### config.mk
export PLATFORM = sky130hd
export DESIGN_NAME = dcpd_issue
export DESIGN_NICKNAME = d
export VERILOG_FILES = /design/src/hw/rtl/dcpd_pkg.sv /design/src/hw/rtl/dcpd_issue.sv
export SDC_FILE = /design/constraint.sdc
export NUM_CORES = 1
export LEC_CHECK = 0
export BUFFER_PORTS_ARGS = -buffer_cell sky130_fd_sc_hd__buf_4
export CAP_MARGIN = 20
export CORE_MARGIN = 1
export CORE_UTILIZATION = 43
export CTS_BUF_LIST = sky130_fd_sc_hd__clkbuf_4
export DETAILED_ROUTE_END_ITERATION = 10
export PLACE_DENSITY_LB_ADDON = 0.15
export SYNTH_ARGS = -nofsm -noshare
export SYNTH_HDL_FRONTEND = slang
export SYNTH_SLANG_ARGS = --single-unit
### constraint.sdc
create_clock -name clock -period 6.8 [get_ports clock]
set_clock_uncertainty 0.1 [all_clocks]
set_input_delay 0 -clock clock [delete_from_list [all_inputs] [get_ports clock]]
set_output_delay 0 -clock clock [all_outputs]
set_load 0.01 [all_outputs]
### src/hw/rtl/dcpd_pkg.sv
// ----------------------------------------------------------------------------
// dcpd_pkg
// Shared types and constants of the dictionary code pair decoder.
// ----------------------------------------------------------------------------
package dcpd_pkg;

   localparam int TABLE_DEPTH        = 4096;
   localparam int ADDR_BITS          = $clog2(TABLE_DEPTH);
   localparam int CODE_BITS          = 12;
   localparam int BYTES_WIDTH        = 56;
   localparam int LENGTH_WIDTH       = 3;
   localparam int WORD_SLOTS         = BYTES_WIDTH / 8;
   localparam int DEF_MAX_WORD_BYTES = 7;
   localparam int QUEUE_DEPTH        = 3;
   localparam int QPTR_BITS          = $clog2(QUEUE_DEPTH);
   localparam int QCOUNT_BITS        = $clog2(QUEUE_DEPTH + 1);

   localparam logic OP_LOAD   = 1'b0;
   localparam logic OP_DECODE = 1'b1;

   typedef struct packed {
      logic [LENGTH_WIDTH-1:0] length;
      logic [BYTES_WIDTH-1:0]  bytes;
   } word_type;

   typedef struct packed {
      logic                    op;
      logic [ADDR_BITS-1:0]    entry_index;
      logic [BYTES_WIDTH-1:0]  entry_bytes;
      logic [LENGTH_WIDTH-1:0] entry_length;
      logic [2*CODE_BITS-1:0]  code_pair;
      logic                    end_of_block;
   } req_item_type;

   typedef struct packed {
      logic                 wr_en;
      logic                 rd_en;
      logic [ADDR_BITS-1:0] addr;
      word_type             wdata;
   } ram_req_type;

   typedef struct packed {
      logic pair_last;
      logic block_last;
   } rsp_meta_type;

   typedef struct packed {
      word_type     word;
      rsp_meta_type meta;
   } result_type;

endpackage

### src/hw/rtl/dcpd_issue.sv
// ----------------------------------------------------------------------------
// dcpd_issue
// Holds the current input word and sequences its table accesses: one write
// for a load, two reads (low code, then high code) for a decode.
// ----------------------------------------------------------------------------
module dcpd_issue
   import dcpd_pkg::*;
#(
   parameter int MAX_WORD_BYTES = DEF_MAX_WORD_BYTES
)
(
   input  logic         clock,
   input  logic         reset,
   input  logic         req_valid,
   output logic         req_ready,
   input  req_item_type req_item,
   input  logic         credit_ok,
   output ram_req_type  ram_req,
   output rsp_meta_type issue_meta
);

   logic         item_valid_ff, item_valid_in;
   req_item_type item_ff, item_in;
   logic         phase_ff, phase_in;

   logic                    is_decode;
   logic                    issue_fire;
   logic                    item_done;
   logic                    accept;
   logic [LENGTH_WIDTH-1:0] len_sat;
   logic [BYTES_WIDTH-1:0]  bytes_clean;

   assign is_decode  = (item_ff.op == OP_DECODE);
   assign issue_fire = item_valid_ff && (!is_decode || credit_ok);
   assign item_done  = issue_fire && (!is_decode || phase_ff);
   assign req_ready  = !item_valid_ff || item_done;
   assign accept     = req_valid && req_ready;

   // Stored words keep only their valid bytes, so unused positions read zero.
   always_comb begin
      len_sat = (item_ff.entry_length > LENGTH_WIDTH'(MAX_WORD_BYTES))
              ? LENGTH_WIDTH'(MAX_WORD_BYTES) : item_ff.entry_length;
      for (int i = 0; i < WORD_SLOTS; i++) begin
         bytes_clean[i*8 +: 8] = (LENGTH_WIDTH'(i) < len_sat)
                               ? item_ff.entry_bytes[i*8 +: 8] : 8'd0;
      end
   end

   always_comb begin
      ram_req.wr_en        = item_valid_ff && !is_decode;
      ram_req.rd_en        = issue_fire && is_decode;
      ram_req.wdata.bytes  = bytes_clean;
      ram_req.wdata.length = len_sat;
      if (!is_decode) begin
         ram_req.addr = item_ff.entry_index;
      end else if (phase_ff) begin
         ram_req.addr = item_ff.code_pair[2*CODE_BITS-1:CODE_BITS];
      end else begin
         ram_req.addr = item_ff.code_pair[CODE_BITS-1:0];
      end
      issue_meta.pair_last  = phase_ff;
      issue_meta.block_last = phase_ff && item_ff.end_of_block;
   end

   always_comb begin
      item_valid_in = item_valid_ff;
      item_in       = item_ff;
      phase_in      = phase_ff;
      if (issue_fire && is_decode && !phase_ff) begin
         phase_in = 1'b1;
      end
      if (item_done) begin
         item_valid_in = 1'b0;
         phase_in      = 1'b0;
      end
      if (accept) begin
         item_valid_in = 1'b1;
         item_in       = req_item;
         phase_in      = 1'b0;
      end
   end

   always_ff @(posedge clock) begin
      if (reset) begin
         item_valid_ff <= 1'b0;
         phase_ff      <= 1'b0;
      end else begin
         item_valid_ff <= item_valid_in;
         phase_ff      <= phase_in;
      end
   end

   always_ff @(posedge clock) begin
      item_ff <= item_in;
   end

endmodule

Word-level counts from Yosys, hierarchy flattened --
Cells that the tools add are included.
Cells by class: muxes and demuxes 12, reductions and logical operators 15, magnitude comparators 8
Operators by type and width (count):
- $mux W8 | 7
- $mux W12 | 2
- $lt A3 B3 Y1 const A | 3
- $logic_and A1 B1 Y1 | 7
- $lt A1 B3 Y1 const A | 2
- $lt A2 B3 Y1 const A | 2
- $gt A3 B3 Y1 const B | 1
- $logic_not A1 Y1 | 3
- $logic_or A1 B1 Y1 | 3
- $mux W3 | 1
- $reduce_or A3 Y1 | 1
- $mux W1 | 2
- $reduce_bool A2 Y1 | 1
Word-level totals: logic and storage cells 43, register bits 99, input port bits 101

Logic depth before layout (Yosys ltp) --
depth after elaboration 7, mapped depth 4, mapped depth without buffers 3

Least setup slack after synthesis --
Ideal clock, no wire load.
path kind register -> register, start point reg item_ff, in the netlist is_decode, end point reg item_ff, in the netlist is_decode (enable), period minus slack after synthesis 6688 ps, cell stages (with the launch flop) 4, library setup time 611 ps, required time 6089 ps, arrival 5977 ps, setup slack 112 ps, path through edfxtp_1 > buf_2 > buf_2 > a31oi_1
Between the ends: cells in the longest elaborated chain, start to end 6, elaborated cells between the ends (all ways) 7, classes of those cells reduce/logical (7)
RTL lines:
- start: declaration | line dcpd_issue.sv:23 | req_item_type item_ff, item_in;
- start signal: assignment | line dcpd_issue.sv:94 | item_ff <= item_in;
- $logic_not A1 Y1 (*)
- $logic_or A1 B1 Y1 | line dcpd_issue.sv:34 | assign issue_fire = item_valid_ff && (!is_decode || credit_ok);
- $logic_and A1 B1 Y1 | line dcpd_issue.sv:34
- $logic_and A1 B1 Y1 (*) | line dcpd_issue.sv:35 | assign item_done = issue_fire && (!is_decode || phase_ff);
- $logic_or A1 B1 Y1 (*) | line dcpd_issue.sv:36 | assign req_ready = !item_valid_ff || item_done;
- $logic_and A1 B1 Y1 (*) | line dcpd_issue.sv:37 | assign accept = req_valid && req_ready;
- net accept | line dcpd_issue.sv:29 | logic accept;
Mark *: on every way through the listed nets, which the timed path passes. The rest lies on a longest branch. A chain may end at the register's enable or synchronous reset.

Worst setup path in the final report --
start point reg phase_ff, end point reg item_ff[93] in the netlist's numbering (enable)
Between the ends: cells in the longest elaborated chain, start to end 4
RTL lines:
- start: declaration | line dcpd_issue.sv:24 | logic phase_ff, phase_in;
- start signal: assignment | line dcpd_issue.sv:89 | phase_ff <= phase_in;
- $logic_or A1 B1 Y1 | line dcpd_issue.sv:35
- $logic_and A1 B1 Y1 | line dcpd_issue.sv:35
- $logic_or A1 B1 Y1 | line dcpd_issue.sv:36
- $logic_and A1 B1 Y1 | line dcpd_issue.sv:37
- net accept | line dcpd_issue.sv:29
The timed path passes the listed nets, and every way through them passes these cells.

==> out/results.txt <==
Register-to-register setup slack = 4.43 ns
Final cell count without fillers = 608
Hold Crit Class = primary input to register
Clk root buf = sky130_fd_sc_hd__clkbuf_4
Remaining global-route overflow = 0
Path depth of the worst reg2reg path = 3
Final number of max-transition violations = 0
Antenna diodes = 0
Synthesized area divided by synthesized cell count = 16.8 um2
Crit path launch type = register
Clock period minus worst slack = 2.37 ns
Wire length reported by the detailed router = 9070 um
Drt first-iter violations = 80
Summed negative setup slack over all endpoints = 0 ns
Cell taking the most area after synthesis = sky130_fd_sc_hd__edfxtp_1
Final routed wire length divided by cell count = 14.9 um
Hold buffer count at cts = 101
Setup Crit Path Kind = register to register
Fill count = 537
Largest net degree at the start of global routing = 52
Number of global-route vias before repair = 2768
Result of the run = completed
Share of layout cells above drive strength 1 = 39.4%
Clock insertion delay at the later pin of the skew report = 0.40 ns
Antenna-violating nets left = 0
Area taken by multi-input logic gates = 689 um2
Number of warnings printed during yosys synthesis = 0
Starting Density = 44.8%
Number of buffers created by CTS = 9
Maximum buffer depth of the clock tree = 2
Antenna violations before repair = 0
RSZ-0062 raised after global routing = false
Leakage = 2.59 nW
Top cells by instance count after synthesis = sky130_fd_sc_hd__edfxtp_1, sky130_fd_sc_hd__and2_1, sky130_fd_sc_hd__nor2b_1
Cell depth of the worst hold path = 2
Ys async rst share = 0%
Final setup violation count = 0
CTS tree = built
Vias per Instance = 4.54
Count of input and output buffers = 176
Primary FF master, synth = sky130_fd_sc_hd__edfxtp_1
CP Capture Type = register
Highest net fanout along the worst path = 51
Fin Hold WS = 0.181 ns
Area growth, synth to finish = 68.5%
Register area = 2950 um2
Die footprint = 8990 um2
Floorplan Core Area = 8260 um2
Count of max-cap constraint violations = 0
Tot GR Track Use = 19.7%
Yosys top cell area share = 78.7%
Maximum resistive drop on vdd = 0.115 mV
Relative slew slack = 38.8%
Final weighted congestion in routability-driven placement = 0.798
Seq/Total Area, Yosys = 79.8%
Wire length of the first global-routing pass = 12900 um
NumNets Final = 600
Total DRC errors in the routed layout = 0
Final Hold Violating Endpoints = 0
Initial DRT Pass Iterations = 4
Number of instances resized during post-cts repair = 0
Arrival time of the worst setup path = 2.33 ns
Top post-synthesis cells by area = sky130_fd_sc_hd__edfxtp_1, sky130_fd_sc_hd__and2_1, sky130_fd_sc_hd__nor2b_1, sky130_fd_sc_hd__mux2i_1, sky130_fd_sc_hd__a21oi_1
Number of placed instances with taps included = 492
DIE HEIGHT = 94.8 um
Maximum clock rate = 0.422 GHz
Vias after detailed routing = 2758
Number of clock sinks = 99
Worst-margin pin slew = 0.918 ns
Synth Net Count = 322
Mapped Cells = 221
Power density normalized to cell area = 190 nW/um2
Post-synth EDFFs = 97
Most frequent cell after synthesis = sky130_fd_sc_hd__edfxtp_1
Post-synth cell types = 23
HPWL Detailed = 5350 um
Depth of the CTS H-tree = 3
Cell Area, Synth = 3700 um2
Final critical-path share of the clock period = 34.8%
Number of setup buffers added after CTS = 0
Top-level port count = 177
Data required time of the critical path = 6.76 ns
Clock edge transition at the registers on the reported setup and hold paths = 0.15 ns
Row count = 33
Seq cells post-synth = 99
Width of the chip = 94.8 um
## placed cells by master, fill, tap and decap left out, drive strengths merged
master | netlist | routed
buf | 8 | 178
clkinvlp | 0 | 4
and3 | 10 | 10
nand3 | 1 | 1
dfxtp | 2 | 2
edfxtp | 97 | 97
inv | 2 | 2
o21ai | 1 | 1
nor2b | 25 | 25
clkinv | 0 | 2
nand2 | 1 | 1
clkbuf | 4 | 9
a31oi | 2 | 2
and2 | 25 | 25
nor2 | 14 | 14
o21a | 1 | 1
mux2i | 12 | 12
dlygate4sd3 | 0 | 101
nor3 | 2 | 2
a21oi | 14 | 14
## flip-flops by register name (all words and copies together) (netlist names)
name / flops
phase_ff: 1
item_ff: 96
is_decode: 1
item_valid_ff: 1
## layer usage
layer | track usage [%] | up-vias | part of all wire, % | wire [um]
met4 | 6.57 | 0 | 1.0 | 91
met3 | 4.43 | 10 | 6.8 | 614
li1 | - | 1356 | - | -
met1 | 21.5 | 1272 | 39 | 3520
met2 | 37.2 | 120 | 53 | 4840
met5 | 0 | - | 0 | 0
## final timing paths
path | from | endpoint
worst max-delay path | phase_ff$_SDFFE_PP0P_ | item_ff[93]$_DFFE_PP_
worst min-delay path | req_item[89] | item_ff[89]$_DFFE_PP_
worst max register to register | phase_ff$_SDFFE_PP0P_ | item_ff[93]$_DFFE_PP_
worst min register to register | item_valid_ff$_SDFFE_PP0P_ | phase_ff$_SDFFE_PP0P_
## final cells by class
cell class	count	area share, %
flip-flops and latches	99	47.3
repair buffers	279	37.6
clock inverters	6	0.702
inverters	2	0.120
clock buffers	9	1.08
multi-input cells	108	11.0
well taps	105	2.11
## stage by stage
stage / setup WS (ns) / utilization [%] / cell area [um2] / power (mW)
after floorplan: 0.112 / - / 3700 / 0.800
after global placement: 4.44 / 62.0 / 5120 / 0.888
final: 4.43 / 75.6 / 6240 / 1.18
after global routing: 4.27 / 75.6 / 6240 / 1.23
after detailed placement: 4.42 / 62.0 / 5120 / 0.892
after CTS: 4.41 / 75.6 / 6240 / 1.19
## kinds of logic after synthesis
logic type      after synthesis  synth area share [%]
flops                        99                  79.8
simple gates                 78                  12.3
compound gates               18                  2.70
buf+inv                      14                  2.03
mux                          12                  3.24
## where the power goes
group / internal, mW / total, mW / leakage [nW] / switching (mW)
clock: 0.0731 / 0.258 / 0.0500 / 0.185
combinational: 0.123 / 0.198 / 1.58 / 0.0743
sequential: 0.712 / 0.729 / 0.955 / 0.0163
total: 0.909 / 1.18 / 2.59 / 0.276
## worst max-delay path, stage by stage (launching register included)
cell and delay [ns]:
sky130_fd_sc_hd__dfxtp_1 0.90, sky130_fd_sc_hd__nand2_1 0.23, sky130_fd_sc_hd__a31oi_4 0.24, sky130_fd_sc_hd__buf_4 0.54
Note: power is estimated with default switching activity, not from simulation.
