--- src/hw/rtl/dcpd_pkg.sv ---
// ----------------------------------------------------------------------------
// dcpd_pkg
// Shared types and constants of the dictionary code pair decoder.
// ----------------------------------------------------------------------------
package dcpd_pkg;

   localparam int TABLE_DEPTH        = 4096;
   localparam int ADDR_BITS          = $clog2(TABLE_DEPTH);
   localparam int CODE_BITS          = 12;
   localparam int BYTES_WIDTH        = 56;
   localparam int LENGTH_WIDTH       = 3;
   localparam int WORD_SLOTS         = BYTES_WIDTH / 8;
   localparam int DEF_MAX_WORD_BYTES = 7;
   localparam int QUEUE_DEPTH        = 3;
   localparam int QPTR_BITS          = $clog2(QUEUE_DEPTH);
   localparam int QCOUNT_BITS        = $clog2(QUEUE_DEPTH + 1);

   localparam logic OP_LOAD   = 1'b0;
   localparam logic OP_DECODE = 1'b1;

   typedef struct packed {
      logic [LENGTH_WIDTH-1:0] length;
      logic [BYTES_WIDTH-1:0]  bytes;
   } word_type;

   typedef struct packed {
      logic                    op;
      logic [ADDR_BITS-1:0]    entry_index;
      logic [BYTES_WIDTH-1:0]  entry_bytes;
      logic [LENGTH_WIDTH-1:0] entry_length;
      logic [2*CODE_BITS-1:0]  code_pair;
      logic                    end_of_block;
   } req_item_type;

   typedef struct packed {
      logic                 wr_en;
      logic                 rd_en;
      logic [ADDR_BITS-1:0] addr;
      word_type             wdata;
   } ram_req_type;

   typedef struct packed {
      logic pair_last;
      logic block_last;
   } rsp_meta_type;

   typedef struct packed {
      word_type     word;
      rsp_meta_type meta;
   } result_type;

endpackage

--- src/hw/rtl/dcpd_out_queue.sv ---
// ----------------------------------------------------------------------------
// dcpd_out_queue
// Small result queue that decouples table reads from the result channel.
// ----------------------------------------------------------------------------
module dcpd_out_queue
   import dcpd_pkg::*;
(
   input  logic                   clock,
   input  logic                   reset,
   input  logic                   push,
   input  result_type             push_data,
   output logic                   pop_valid,
   input  logic                   pop_ready,
   output result_type             pop_data,
   output logic [QCOUNT_BITS-1:0] count
);

   result_type             entry_ff [QUEUE_DEPTH];
   logic [QPTR_BITS-1:0]   head_ff, head_in;
   logic [QPTR_BITS-1:0]   tail_ff, tail_in;
   logic [QCOUNT_BITS-1:0] count_ff, count_in;
   logic                   pop;

   assign pop_valid = (count_ff != '0);
   assign pop       = pop_valid && pop_ready;
   assign pop_data  = entry_ff[head_ff];
   assign count     = count_ff;

   always_comb begin
      head_in  = head_ff;
      tail_in  = tail_ff;
      count_in = count_ff;
      if (pop) begin
         head_in = (head_ff == QPTR_BITS'(QUEUE_DEPTH - 1)) ? '0 : head_ff + 1'b1;
      end
      if (push) begin
         tail_in = (tail_ff == QPTR_BITS'(QUEUE_DEPTH - 1)) ? '0 : tail_ff + 1'b1;
      end
      if (push && !pop) begin
         count_in = count_ff + 1'b1;
      end else if (pop && !push) begin
         count_in = count_ff - 1'b1;
      end
   end

   always_ff @(posedge clock) begin
      if (reset) begin
         head_ff  <= '0;
         tail_ff  <= '0;
         count_ff <= '0;
      end else begin
         head_ff  <= head_in;
         tail_ff  <= tail_in;
         count_ff <= count_in;
      end
   end

   always_ff @(posedge clock) begin
      if (push) begin
         entry_ff[tail_ff] <= push_data;
      end
   end

endmodule
--- config.mk ---
export PLATFORM = sky130hd
export DESIGN_NAME = dcpd_out_queue
export DESIGN_NICKNAME = d
export VERILOG_FILES = /design/src/hw/rtl/dcpd_pkg.sv /design/src/hw/rtl/dcpd_out_queue.sv
export SDC_FILE = /design/constraint.sdc
export NUM_CORES = 1
export LEC_CHECK = 0
export BUFFER_PORTS_ARGS = -buffer_cell sky130_fd_sc_hd__buf_2
export CORE_UTILIZATION = 55
export DETAILED_ROUTE_END_ITERATION = 8
export HOLD_SLACK_MARGIN = 0.02
export PLACE_DENSITY_LB_ADDON = 0.1
export SYNTH_ARGS = -nofsm -noshare
export SYNTH_HDL_FRONTEND = slang
export SYNTH_SLANG_ARGS = --single-unit
--- constraint.sdc ---
create_clock -name clock -period 6.9 [get_ports clock]
set_clock_uncertainty 0.2 [all_clocks]
set_input_delay 0.345 -clock clock [delete_from_list [all_inputs] [get_ports clock]]
set_output_delay 0.345 -clock clock [all_outputs]
set_load 0.005 [all_outputs]
# Yosys cells after proc, flatten, opt, wreduce, memory -nomap -nowiden
# Memories as Yosys holds them, arrays and structs flattened. A register that Yosys moved wholly into a read port is not among the register bits.
# Index checks and enable logic that the tools add are counted.
[totals] regBits=6 latchBits=0 ramBits=183 romBits=0 output_inout_bits=64 elab_cells=25 memories=1
[op_classes] add_sub_neg=4 mul=0 n_div=0 order_cmp=0 n_eq_ne=2 shifts=0 muxes=8 bitwise=0 n_reduce_logical=7
[memory_table] memory="entry_ff" depth=3 word_bits=61 read_ports=1 rd_clocked_by_memory_dff=1 wr=1 line="dcpd_out_queue.sv:18" rtl="result_type entry_ff [QUEUE_DEPTH];"
[op_table] cell="2-to-1 mux 2 bit" n=6
[op_table] cell="adder 2 x 1 -> 2 bit (second input constant)" n=3
[op_table] cell="== test 2 bit (second input constant)" n=2
[op_table] cell="nonzero test 2 bit" n=2
[op_table] cell="logical AND 1 bit" n=3
[op_table] cell="zero test 1 bit" n=2
[op_table] cell="2-to-1 mux 1 bit" n=2
[op_table] cell="subtractor 2 x 1 -> 2 bit (second input constant)" n=1

# Longest topological paths before layout
# Gate-level depths: netlist of run 1.
[depth] ltp_word=5 ltp_mapped=5 depth_no_buf=5

# Least setup slack after synthesis of run 1
# No wires, ideal clock.
[synth_path] path_type="input to register" from="in push" to="reg tail_ff[0]" setup_ps=76 t_arrival_ps=5121 setup_slack_ps=1503 path_stages=3 path_buffers=0 cell_sequence="inv_1 nor3_1 o21ba_2"
[synth_lines] element="start: declaration" line="dcpd_out_queue.sv:10" rtl="input logic push,"
[synth_lines] element="end signal: assignment" line="dcpd_out_queue.sv:53" rtl="tail_ff <= tail_in;"
[synth_lines] element="end: declaration" line="dcpd_out_queue.sv:20" rtl="logic [QPTR_BITS-1:0] tail_ff, tail_in;"

==> results of run 1 <==
## flip-flops by register name, indices dropped and copies added, names as in the netlist, named ones only
| name | cells |
|---|---|
| entry_ff | 183 |
| tail_ff | 2 |
| count | 2 |
| head_ff | 2 |
## worst min path at each step
stage | endpoint | cells past startpoint
after floorplan | flip-flop | 1
after global placement | flip-flop | 2
after detailed placement | flip-flop | 2
after CTS | flip-flop | 4
after global routing | flip-flop | 4
final | flip-flop | 4
## logic make-up (layout without fill, tap and decap cells)
group	Yosys count	in the layout	synth area share, %
buf+inv	21	227	1.51
xor+xnor	2	2	0.248
compound gates	68	68	5.00
mux	61	61	8.66
fa+ha+maj	1	1	0.177
simple gates	74	74	4.24
flops	191	191	80.2
## Yosys cell counts
cell | n | share of area [%]
edfxtp_1 | 183 | 78
nand2_1 | 64 | 3.4
mux2i_1 | 61 | 8.7
o21ai_1 | 61 | 4.3
clkbuf_1 | 10 | 0.53
dfxtp_1 | 8 | 2.3
buf_4 | 6 | 0.64
buf_2 | 4 | 0.28
a21oi_1 | 3 | 0.21
nor2_1 | 3 | 0.16
or3_1 | 2 | 0.18
xor2_1 | 2 | 0.25
a21oi_2 | 1 | 0.12
and3b_1 | 1 | 0.12
ha_1 | 1 | 0.18
inv_1 | 1 | 0.053
nor2b_1 | 1 | 0.089
nor3_1 | 1 | 0.071
o21ai_0 | 1 | 0.071
o21ai_2 | 1 | 0.12
o21ba_2 | 1 | 0.14
or2_1 | 1 | 0.089
or3b_1 | 1 | 0.12
## through the flow
stage | total power [µW] | utilization [%] | setup slack [ns] | instance area [µm²]
2_1_floorplan | 1670 | - | 1.50 | 7050
4_1_cts | 2870 | 72.4 | 4.13 | 9090
3_3_place_gp | 1840 | 62.5 | 4.25 | 7860
5_1_grt | 2960 | 72.4 | 3.95 | 9090
6_report | 2840 | 72.4 | 4.18 | 9090
3_5_place_dp | 1850 | 62.5 | 4.19 | 7860
## routing by layer
layer  wire [µm]  vias to the layer above
li1            -                     1963
met1        5290                     1878
met2        6260                      105
met3         667                        6
met4          82                        0
met5           0                        -
## worst reg2reg max path, delay by kind of cell (launching register included)
family        cells  cell delay [ns]
simple gates      1             0.81
buf+inv           1             0.73
flops             1             0.36
## cell type report
type	count	area, µm²
Clock buffer	21	450
Clock inverter	11	164
Fill cell	805	3470
Inverter	1	3.75
Multi-Input combinational cell	206	1310
Sequential cell	191	5660
Tap cell	172	215
Timing Repair Buffer	194	1290
## power by group
part           total [µW]  internal [µW]  switching [µW]
Combinational         419            233             186
Clock                 997            614             383
Sequential           1430           1340            91.1
Total                2840           2180             660
## layout by cell type (no fill, tap or decap), drive strengths merged
cell and count:
dlygate4sd3 62, xor2 2, clkinv 6, nor2 3
nor3 1, or3b 1, clkbuf 21, clkinvlp 1
o21ai 63, or2 1, bufinv 4, ha 1
nand2 64, edfxtp 183, buf 132, inv 1
a21oi 4, o21ba 1, mux2i 61, nor2b 1
and3b 1, dfxtp 8, or3 2
==> metrics.md, run 1 <==
| Metric | Value |
|---|---|
| Outcome | finished clean |
| PD cells | roughly 310 nW/µm² |
| Antenna cells | 0 |
| CTS tree | done |
| Hold WS | ~0.082 ns |
| CP Max Fanout | 74 |
| HPWL after DPL | between 6000 and 7000 µm |
| CTS Buf Count | 17 |
| Peak Freq | 0.368 GHz |
| Met3 Track Usage GR | under 10% |
| Syn Inst Count | around 420 |
| Worst R2R Start | tail_ff[0] |
| Clock transition at the registers of the reported paths | ~0.060 ns |
| First-pass GRT wire length | between 15,000 and 20,000 µm |
| Clock root buffer | clkbuf_16 |
| Initial Util | a little under three fifths |
| Worst Setup End Kind | primary output |
| Max-slew violations | 0 |
| Post-Syn Area per Cell | around 17 µm² |
| Arrival time worst endpoint | between 2 and 2.5 ns |
| Setup TNS | 0 ns |
| Post-CTS setup buffer count | 0 |
| Post-Syn Nets | between 400 and 500 |
| NumNets Final | slightly below 700 |
| Synth unique cells | 23 |
| Register area share after synthesis | around four fifths |
| H-tree Lvls | 4 |
| Share of cells above drive strength 1 | a little over a quarter |
| Met1 Usage GRT | a little under a quarter |
| Buffers plus inverters on the worst setup path | 2 |
| Final Cycle Share | just under 40% |
| R2R Setup Slk | 4.40 ns |
| FF+latch count, synth | 191 |
| Detailed-route wire length per cell | between 15 and 20 µm |
| Hold Path Origin | pop_ready |
| Grt ovf | 0 |
| Final hold vios | 0 |
| Initial antenna violation count | 0 |
| GR Util met2 | about a third |
| Ordered cell list for the critical path | buf_4, nand2_1, o21ai_1, buf_2 |
| Least-Margin Pin Slew | between 1 and 1.5 ns |
| Num rows | just over 40 |
| RD Place Congestion | between 0.7 and 0.8 |
| Number of DRC markers in iteration 0 | roughly 280 |
| Clock Sinks | 191 |
| Worst r2r path cells | 2 |
| GR Util All Layers | between 10% and 20% |
| CTS resizes | 0 |
| Max Buffers Root-to-Sink | 2 |
| Die ar. | ~13,000 µm² |
| Hold Path Class | in2reg |
| PortBufs | roughly 130 |
| Die span in y | about 120 µm |
| Critical Path Source Type | flip-flop |
| Critical path's largest stage delay | 0.66 ns |
| Leakage Power | approximately 0.0032 µW |
| Pin count of the biggest net entering global routing | 75 |
| Minimum clock period | 2.72 ns |
| TritonRoute pass-1 iters | 5 |
| Hold-fix buffers at CTS | just over 60 |
| Max-slew headroom | between 20 and 30% |
| Vias | between 3,000 and 4,000 |
| Die W | 115 µm |
| Cell Count, Final, Fillers Out | between 700 and 800 |
| Max IR drop VDD | about 0.00021 V |
| Worst path depth | 4 |
| Antenna Nets Post-Route | 0 |
| Post-Syn Area | approximately 7100 µm² |
| Drt via density | ~5 |
| Synth-to-Final Area Change | 28.9% |
| IO Pins | 129 |
| Core area | 12,600 µm² |
| CP endpoint | pop_data[30] |
| Clk_lat worst skew | slightly above 0.4 ns |
| Max cap viols | 0 |
| RSZ-0062 raised after global routing | no |
| Critical Path RT | between 6 and 7 ns |
| Worst-path cell with the longest stage delay | dfxtp_4 |
| Vias in the first global route | between 3,000 and 4,000 |
| Kind of critical path | reg2out |
| Synth Warn # | 0 |
| Placed cell count | around 700 |
| Top delay family on crit path | buffers and inverters |
| Reg2reg end | entry_ff[0][3] |
| DRC viols | 0 |
| Global route hottest layer | met2 |
| WL final | ~12,000 µm |
| Final setup violation count | 0 |
No activity file was read; power rests on OpenSTA's default activity.
==> run 2, diff against run 1 <==
==> constraint.sdc (replaced) <==
create_clock -name clock -period 2.65 [get_ports clock]
set_clock_uncertainty 0.2 [all_clocks]
set_input_delay 0.1325 -clock clock [delete_from_list [all_inputs] [get_ports clock]]
set_output_delay 0.1325 -clock clock [all_outputs]
set_load 0.005 [all_outputs]
==> run 2 against run 1 <==
Compared with the run above: flip-flop and latch count stayed put; final cell count is 1.1% higher; die area unchanged; critical path depth unchanged; core utilization increased by 0.38 points; power rose to 2.5 times the previous value; highest routed layer unchanged.
==> metrics.md, run 2 (synthesis gave the netlist of run 1 again) <==
| Metric | Value |
|---|---|
| Most frequent cells in the layout | 183 x edfxtp_1, 128 x buf_2, 65 x dlygate4sd3_1 |
| Grt ovf | 0 (unchanged) |
| H-tree Lvls | 4 (unchanged) |
| Largest Register | entry_ff |
| Hold-fix buffers at CTS | 65 (+4.8%) |
| Hold Path Class | in2reg |
| Critical path's largest stage delay | 0.82 ns (+0.16 ns) |
| Outcome | finished clean |
| CP Max Fanout | 65 (-12%) |
| HPWL after DPL | 7290 µm (+8.0%) |
| TritonRoute pass-1 iters | 6 (+1) |
| Max Buffers Root-to-Sink | 2 (unchanged) |
| Peak Freq | ~0.44 GHz |
| Arrival time worst endpoint | 1.93 ns (-0.24 ns) |
| Initial Util | 56.1% (unchanged) |
| Worst R2R Start | count[0] |
| Critical Path Source Type | flip-flop |
| Die span in y | 115 µm (unchanged) |
| CTS resizes | 0 (unchanged) |
| Num rows | 41 (unchanged) |
| Clock transition at the registers of the reported paths | 0.06 ns (about the same) |
| Number of DRC markers in iteration 0 | 253 (-9.0%) |
| Vias in the first global route | 4,046 (+5.2%) |
| Antenna Nets Post-Route | 0 (unchanged) |
| Leakage Power | 0.00320 µW (+0.32%) |
| Max IR drop VDD | 0.000487 V (+130%) |
| Initial antenna violation count | 0 (unchanged) |
| Die ar. | 13,300 µm² (unchanged) |
| NumNets Final | 686 (+1.3%) |
| Clock root buffer | clkbuf_16 |
| Buffers plus inverters on the worst setup path | 2 (unchanged) |
| Final hold vios | 0 (unchanged) |
| Post-route cell area | 9140 µm² (+0.52%) |
| Detailed-route wire length per cell | 16.1 µm (+4.0%) |
| IO Pins | 129 (unchanged) |
| Placed inst area | 7960 µm² (+1.3%) |
| Antenna cells | 0 (unchanged) |
| Pin count of the biggest net entering global routing | 66 (-12%) |
| Post-CTS setup buffer count | 0 (unchanged) |
| Least-Margin Pin Slew | 0.715 ns (-0.401 ns) |
| Clk_lat worst skew | 0.42 ns (about the same) |
| Critical Path RT | 2.32 ns (-4.04 ns) |
| Placed cell count | 708 (+0.85%) |
| Vias | 4,089 (+3.5%) |
| Top delay family on crit path | flip-flops |
| Max-slew headroom | 52.4% (+27 points) |
| Final setup violation count | 0 (unchanged) |
| Die W | 115 µm (unchanged) |
| Core area | 12,600 µm² (unchanged) |
| DRC viols | 0 (unchanged) |
| Ordered cell list for the critical path | buf_4, nand2_1, o21ai_1, buf_2 |
| GR Util All Layers | 20.5% (+1.1 points) |
| Final Cycle Share | between 80% and 90% |
| Worst Setup End Kind | primary output |
| Max-slew violations | 0 (unchanged) |
| Worst-path cell with the longest stage delay | dfxtp_4 |
| Cell Count, Final, Fillers Out | 805 (+1.1%) |
| PD cells | 781 nW/µm² (+150%) |
| PortBufs | 128 (unchanged) |
| Drt via density | 5.08 (+2.3%) |
| Clock Sinks | 191 (unchanged) |
| WL final | 12,900 µm (+5.2%) |
| RD Place Congestion | 0.737 (+1.9%) |
| Commonest non-fill, non-tap cell in the layout | edfxtp_1 |
| Hold Path Origin | push_data[59] |
| Max cap viols | 0 (unchanged) |
| Kind of critical path | reg2out |
| Minimum clock period | about 2.3 ns |
| First-pass GRT wire length | 19,700 µm (+5.4%) |
| Synth-to-Final Area Change | 29.6% |
| CTS Buf Count | 17 (unchanged) |
| Max reg flops | 183 (unchanged) |
| Share of cells above drive strength 1 | 27.0% (+0.091 points) |
| Setup TNS | 0 ns (unchanged) |
| RSZ-0062 raised after global routing | no |
| CTS tree | done |
run 2: final timing paths:
kind	end	slack (ns)	cells after the start
max	pop_data[20]	0.39	4
min	entry_ff[0][59]	0.24	2
max reg2reg	flip-flop	0.74	4
min reg2reg	flip-flop	0.32	2
run 2: stage by stage:
step                setup slack [ns]  power, µW  utilization (%)  hold slack [ns]
detailed placement             0.842       4860             63.3            0.136
finish                         0.388       7140             72.7            0.236
CTS                            0.377       7190             72.7            0.225
floorplan                     0.0628       4340                -        -0.000524
global route                   0.268       7430             72.7            0.235
global placement               0.850       4830             63.3            0.130
run 2: per-layer routing:
metal	part of all wire [%]	track usage, %	vias to the layer above
li1	-	-	1979
met1	42	24.1	1998
met2	52	35.1	98
met3	4.8	5.90	14
met4	1.5	9.26	0
met5	0	0	-
run 2: final cells by class:
class,instances,area [µm²]
sequential,191,5660
fill,800,3430
timing repair buffer,203,1420
multi-input combinational,206,1310
clock buffer,18,429
tap,172,215
clock inverter,14,101
inverter,1,3.75
run 2: worst reg2reg max path: stages, from the launching register on:
cell           delay, ns
dfxtp_1             0.43
o21ai_2             0.13
or3b_1              0.40
a21oi_2             0.12
dlygate4sd3_1       0.56
run 2: where the power goes:
part | switching [µW] | total (µW) | internal, µW
Combinational | 598 | 1240 | 638
Clock | 1000 | 2270 | 1270
Sequential | 151 | 3630 | 3480
